**config.mk**
```make
export PLATFORM = sky130hd
export DESIGN_NAME = llp_ram
export DESIGN_NICKNAME = d
export VERILOG_FILES = /design/src/hw/rtl/llp_ram.sv
export SDC_FILE = /design/constraint.sdc
export NUM_CORES = 1
export LEC_CHECK = 0
export ABC_AREA = 1
export BUFFER_PORTS_ARGS = -buffer_cell sky130_fd_sc_hd__buf_4
export CORE_MARGIN = 2
export CORE_UTILIZATION = 50
export DETAILED_ROUTE_END_ITERATION = 7
export PLACE_DENSITY = 0.76
export REMOVE_ABC_BUFFERS = 1
export SLEW_MARGIN = 40
export SYNTH_ARGS = -nofsm -noshare
export SYNTH_HDL_FRONTEND = slang
export SYNTH_SLANG_ARGS = --single-unit
export TNS_END_PERCENT = 100
```
**constraint.sdc**
```tcl
create_clock -name clk -period 3.2 [get_ports clk]
set_input_delay 0.64 -clock clk [delete_from_list [all_inputs] [get_ports clk]]
set_output_delay 0.64 -clock clk [all_outputs]
set_load 0.02 [all_outputs]
```
**src/hw/rtl/llp_ram.sv**
```systemverilog
module llp_ram #(
    parameter int WIDTH = 8,
    parameter int DEPTH = 64
) (
    input  logic                     clk,
    input  logic                     we,
    input  logic [$clog2(DEPTH)-1:0] waddr,
    input  logic [WIDTH-1:0]         wdata,
    input  logic                     re,
    input  logic [$clog2(DEPTH)-1:0] raddr,
    output logic [WIDTH-1:0]         rdata
);

    logic [WIDTH-1:0] mem [DEPTH];
    logic [WIDTH-1:0] rdata_reg;

    always_ff @(posedge clk)
    begin
        if (we)
        begin
            mem[waddr] <= wdata;
        end
        if (re)
        begin
            rdata_reg <= mem[raddr];
        end
    end

    assign rdata = rdata_reg;

endmodule

```
==> results of run 1 <==
-- metal layers --
layer,track usage,vias up,share of wire
li1,-,6456,-
met1,0.335,6939,0.39
met2,0.374,834,0.47
met3,0.0425,129,0.11
met4,0.0993,2,0.035
met5,0,-,0.00025
-- through the flow --
stage                     setup TNS [ns]  instance area [um^2]
after global placement                 0                 22200
after global routing                   0                 23900
after CTS                              0                 23900
final                                  0                 23900
after floorplan                   -0.713                 20600
after detailed placement               0                 22200
-- worst paths after layout --
check        slack [ns]        from       end  cells after the start
max                1.21    rdata[0]  rdata[0]                      1
min                0.42          re  rdata[6]                      1
max reg2reg        1.67  mem[31][2]  rdata[2]                      8
min reg2reg        0.89  mem[56][4]  rdata[4]                      8
-- cell usage after synthesis, types with 2 or more instances --
cell type	n
buf_8	2
nand3_1	439
buf_1	10
edfxtp_1	520
buf_4	14
inv_1	10
nor2_1	56
buf_2	37
nand4_1	9
nand2_1	648
clkbuf_1	15
buf_6	35
nor4_1	8
-- cells in the final DEF (no fill, tap or decap), drive strengths merged --
cell	instances
buf	112
edfxtp	520
nor2	56
clkinv	25
clkbuf	60
inv	14
clkinvlp	3
nand4	9
nor4	8
nand2	648
nand3	439
bufinv	4
-- power by group --
group | internal (mW) | switching, mW
registers | 7.55 | 0.0265
clock network | 3.29 | 2.50
logic | 0.226 | 0.661
-- cell type report --
type                            instances  share of cell area
Clock buffer                           60              0.0558
Clock inverter                         34              0.0115
Inverter                               12             0.00220
Multi-Input combinational cell       1160               0.207
Sequential cell                       520               0.655
Tap cell                              539              0.0283
Timing Repair Buffer                  112              0.0401
-- kinds of logic after synthesis --
family / after synthesis
DFF: 520
buffers and inverters: 125
and+or+nand+nor: 1160
==> results.sh, run 1 <==
export IMPL_cts_buffer_depth=3
export IMPL_coreArea_um2=42100
export IMPL_initial_utilization=0.508
export IMPL_clock_skew_ns=0.0272
export IMPL_cts_root_buffer="clkbuf_16"
export IMPL_synth_compound_area_share=0
export IMPL_critPathMaxStageDelay_ns=0.52
export IMPL_min_path_type="primary input to flop"
export IMPL_antenna_found_initial=2
export IMPL_multi_input_area_um2=4950
export IMPL_grt_max_degree=119
export IMPL_end_kind="output port"
export IMPL_vias=14400
export IMPL_wl_per_cell_um=21.5
export IMPL_largest_register_ffs=512
export IMPL_ys_ff_latch=520
export IMPL_fin_util=0.566
export IMPL_die_y_um=211
export IMPL_synth_top_family_by_area="simple AND/OR/NAND/NOR gates"
export IMPL_antenna_left=0
export IMPL_grt_overflow=0
export IMPL_synth_edf_count=520
export IMPL_yosys_area_share_simple=0.231
export IMPL_syn2layout_area_growth_pct=11.4
export IMPL_cts_tree="yes"
export IMPL_critical_path_required_ns=2.56
export IMPL_port_buffers=30
export IMPL_ff_latch_area_um2=15600
export IMPL_slew_viol_final=0
export IMPL_drt_total_wl_mm=52.3
export IMPL_place_congestion=0.891
export IMPL_drc=1
export IMPL_ys_seq_area_frac=0.729
export IMPL_muxShareOfSynthArea=0
export IMPL_cp_num_buf_inv=1
export IMPL_worst_pin_slew_ns=0.815
export IMPL_vias_per_cell=5.89
export IMPL_power_density_nw_per_um2=598
export IMPL_path_max_fanout=1
export IMPL_p_leak_nw=8.65
export IMPL_insertedDiodeCount=0
export IMPL_crit_slowest_cell="edfxtp_1"
export IMPL_final_layout_size_suffix_gt1_frac=0.0969
export IMPL_hold_viol_final=0
export IMPL_status="complete, but fails checks"
export IMPL_die_area_um2=44500
export IMPL_synth_fa_ha_area_frac=0
export IMPL_total_power_mw=14.3
export IMPL_synth_area_um2=21400
export IMPL_vdd_ir_drop_max_mv=0.384
export IMPL_grt_usage=0.239
export IMPL_rsz0062_at_grt="false"
export IMPL_cts_buffers=51
export IMPL_synth_area_leader_cell="edfxtp_1"
export IMPL_final_nets=1880
export IMPL_drt_iter0_markers=1948
export IMPL_clock_sinks=520
export IMPL_fin_crit_ns=1.99
export IMPL_max_freq_mhz=502
export IMPL_n_fill_cell=3307
export IMPL_asyncSetResetFlopFracSynth=0
export IMPL_yosysUniqueCellTypes=15
export IMPL_clk_pin_slew_ns=0.06
export IMPL_netlist_instances=1805
export IMPL_io_pins=31
export IMPL_cap_violations=0
export IMPL_crit_type="flop to output port"
export IMPL_postCtsHoldBufs=0
export IMPL_whs_ns=0.422
export IMPL_dp_cells=2343
export IMPL_ys_top_cells_by_area="edfxtp_1, nand2_1, nand3_1, buf_6, nor2_1"
export IMPL_violations="DRC"
export IMPL_start_kind="flop"
export IMPL_setup_ws_ns=1.21
export IMPL_period_share=0.623
export IMPL_post_cts_setup_buffers=0
export IMPL_slew_headroom=0.456
export IMPL_htree_levels=2
export IMPL_cts_repair_resized=0
export IMPL_cp_top_family="flip-flops"
export IMPL_setup_violations=0
export IMPL_crit_chain="buf_4"
export IMPL_syn_area_per_cell_um2=11.9
export IMPL_yosysWarnings=0
export IMPL_grt_pass1_wl_mm=80.5
export IMPL_hpwl_mm=29.8
export IMPL_stdcell_count=2437
export IMPL_ys_flop_type="edfxtp_1"
export IMPL_first_global_vias=13900
export IMPL_worstPathArrival_ns=1.35
export IMPL_die_x_um=211
export IMPL_synth_top_area_share=0.729
export IMPL_dp_slack_ns=0.690
export IMPL_rows=75
export IMPL_synthXorXnorAreaFrac=0
export IMPL_clk_latency_ns=0.60
export IMPL_first_pass_iters=8
Power figures use the tool's default switching activity.
==> run 2, diff against run 1 <==
Clock period 3.2 ns to 1.9 ns, I/O delays scaled along.
==> results.sh, run 2 (synthesized netlist as in run 1, its figures left out) <==
export IMPL_cp_top_family="flip-flops"
export IMPL_worst_pin_slew_ns=0.579
export IMPL_critical_path_required_ns=1.52
export IMPL_largest_register_ffs=512
export IMPL_hold_viol_final=0
export IMPL_slew_headroom=0.614
export IMPL_first_global_vias=13600
export IMPL_die_area_um2=44500
export IMPL_htree_levels=2
export IMPL_grt_overflow=0
export IMPL_cts_tree="yes"
export IMPL_crit_slowest_cell="edfxtp_1"
export IMPL_grt_usage=0.238
export IMPL_final_common_cell="nand2_1"
export IMPL_hpwl_mm=32.3
export IMPL_clock_sinks=520
export IMPL_drt_iter0_markers=1770
export IMPL_fin_crit_ns=1.66
export IMPL_first_pass_iters=6
export IMPL_worstPathArrival_ns=1.28
export IMPL_end_kind="output port"
export IMPL_cts_root_buffer="clkbuf_16"
export IMPL_path_max_fanout=1
export IMPL_min_path_type="primary input to flop"
export IMPL_final_nets=1915
export IMPL_io_pins=31
export IMPL_clk_pin_slew_ns=0.06
export IMPL_critPathMaxStageDelay_ns=0.50
export IMPL_power_density_nw_per_um2=987
export IMPL_crit_chain="buf_4"
export IMPL_setup_violations=0
export IMPL_whs_ns=0.148
export IMPL_cts_buffer_depth=3
export IMPL_slew_viol_final=0
export IMPL_drt_total_wl_mm=52.1
export IMPL_most_common_layout_cells="nand2_1, edfxtp_1, nand3_1"
export IMPL_crit_type="flop to output port"
export IMPL_place_congestion=0.932
export IMPL_status="finished clean"
export IMPL_tns_ns=0
export IMPL_vias_per_cell=5.80
export IMPL_grt_max_degree=88
export IMPL_cap_violations=0
export IMPL_post_cts_setup_buffers=0
export IMPL_drc=0
export IMPL_postCtsHoldBufs=0
export IMPL_initial_utilization=0.508
export IMPL_insertedDiodeCount=0
export IMPL_vias=14300
export IMPL_p_leak_nw=8.90
export IMPL_antenna_found_initial=0
export IMPL_grt_pass1_wl_mm=79.5
export IMPL_clock_skew_ns=0.0189
export IMPL_final_layout_size_suffix_gt1_frac=0.113
export IMPL_max_freq_mhz=603
export IMPL_syn2layout_area_growth_pct=13.4
export IMPL_cts_buffers=51
export IMPL_die_y_um=211
export IMPL_vdd_ir_drop_max_mv=0.741
export IMPL_antenna_left=0
export IMPL_period_share=0.872
export IMPL_die_x_um=211
export IMPL_cts_repair_resized=0
export IMPL_rsz0062_at_grt="false"
export IMPL_port_buffers=30
export IMPL_wl_per_cell_um=21.1
export IMPL_coreArea_um2=42100
export IMPL_rows=75
export IMPL_cp_num_buf_inv=1
export IMPL_clk_latency_ns=0.58
export IMPL_start_kind="flop"
[run 2: layout make-up]
cell class / count / area (um^2)
clock inverter: 30 / 235
multi-input combinational: 1160 / 4950
clock buffer: 60 / 1350
sequential: 520 / 15600
inverter: 12 / 52.6
timing repair buffer: 147 / 1420
tap: 539 / 674
fill: 3194 / 17800
[run 2: metal layers]
| metal | share of wire | routed length, um | vias to the layer above | GRT usage |
|---|---|---|---|---|
| li1 | - | - | 6525 | - |
| met1 | 0.39 | 20100 | 6912 | 0.321 |
| met2 | 0.49 | 25500 | 759 | 0.394 |
| met3 | 0.091 | 4760 | 119 | 0.0373 |
| met4 | 0.033 | 1740 | 0 | 0.0879 |
| met5 | 0 | 0 | - | 0 |
[run 2: metrics by stage]
stage	power (mW)	worst slack, ns	utilization	instance area [um^2]	instances
final	24.0	0.243	0.577	24300	2468
after global routing	24.6	0.207	0.577	24300	2468
after CTS	24.1	0.227	0.577	24300	2468
after detailed placement	14.6	-0.0932	0.539	22700	2378
after floorplan	13.6	-1.14	-	20600	1692
after global placement	14.5	-0.0559	0.539	22700	2378
[run 2: path summary, 6_finish.rpt]
| check | startpoint | cells past startpoint | slack, ns | to |
|---|---|---|---|---|
| hold reg to reg | mem[44][1] | 8 | 0.88 | rdata[1] |
| setup / recovery | rdata[6] | 1 | 0.24 | rdata[6] |
| hold / removal | re | 1 | 0.15 | rdata[5] |
| setup reg to reg | mem[27][6] | 8 | 0.39 | rdata[6] |
[run 2: power by group]
group / leakage [nW] / switching (mW) / total (mW) / internal (mW)
logic: 3.43 / 1.13 / 1.60 / 0.465
clock network: 0.785 / 4.05 / 9.64 / 5.58
registers: 4.69 / 0.0358 / 12.8 / 12.7
total: 8.90 / 5.22 / 24.0 / 18.8
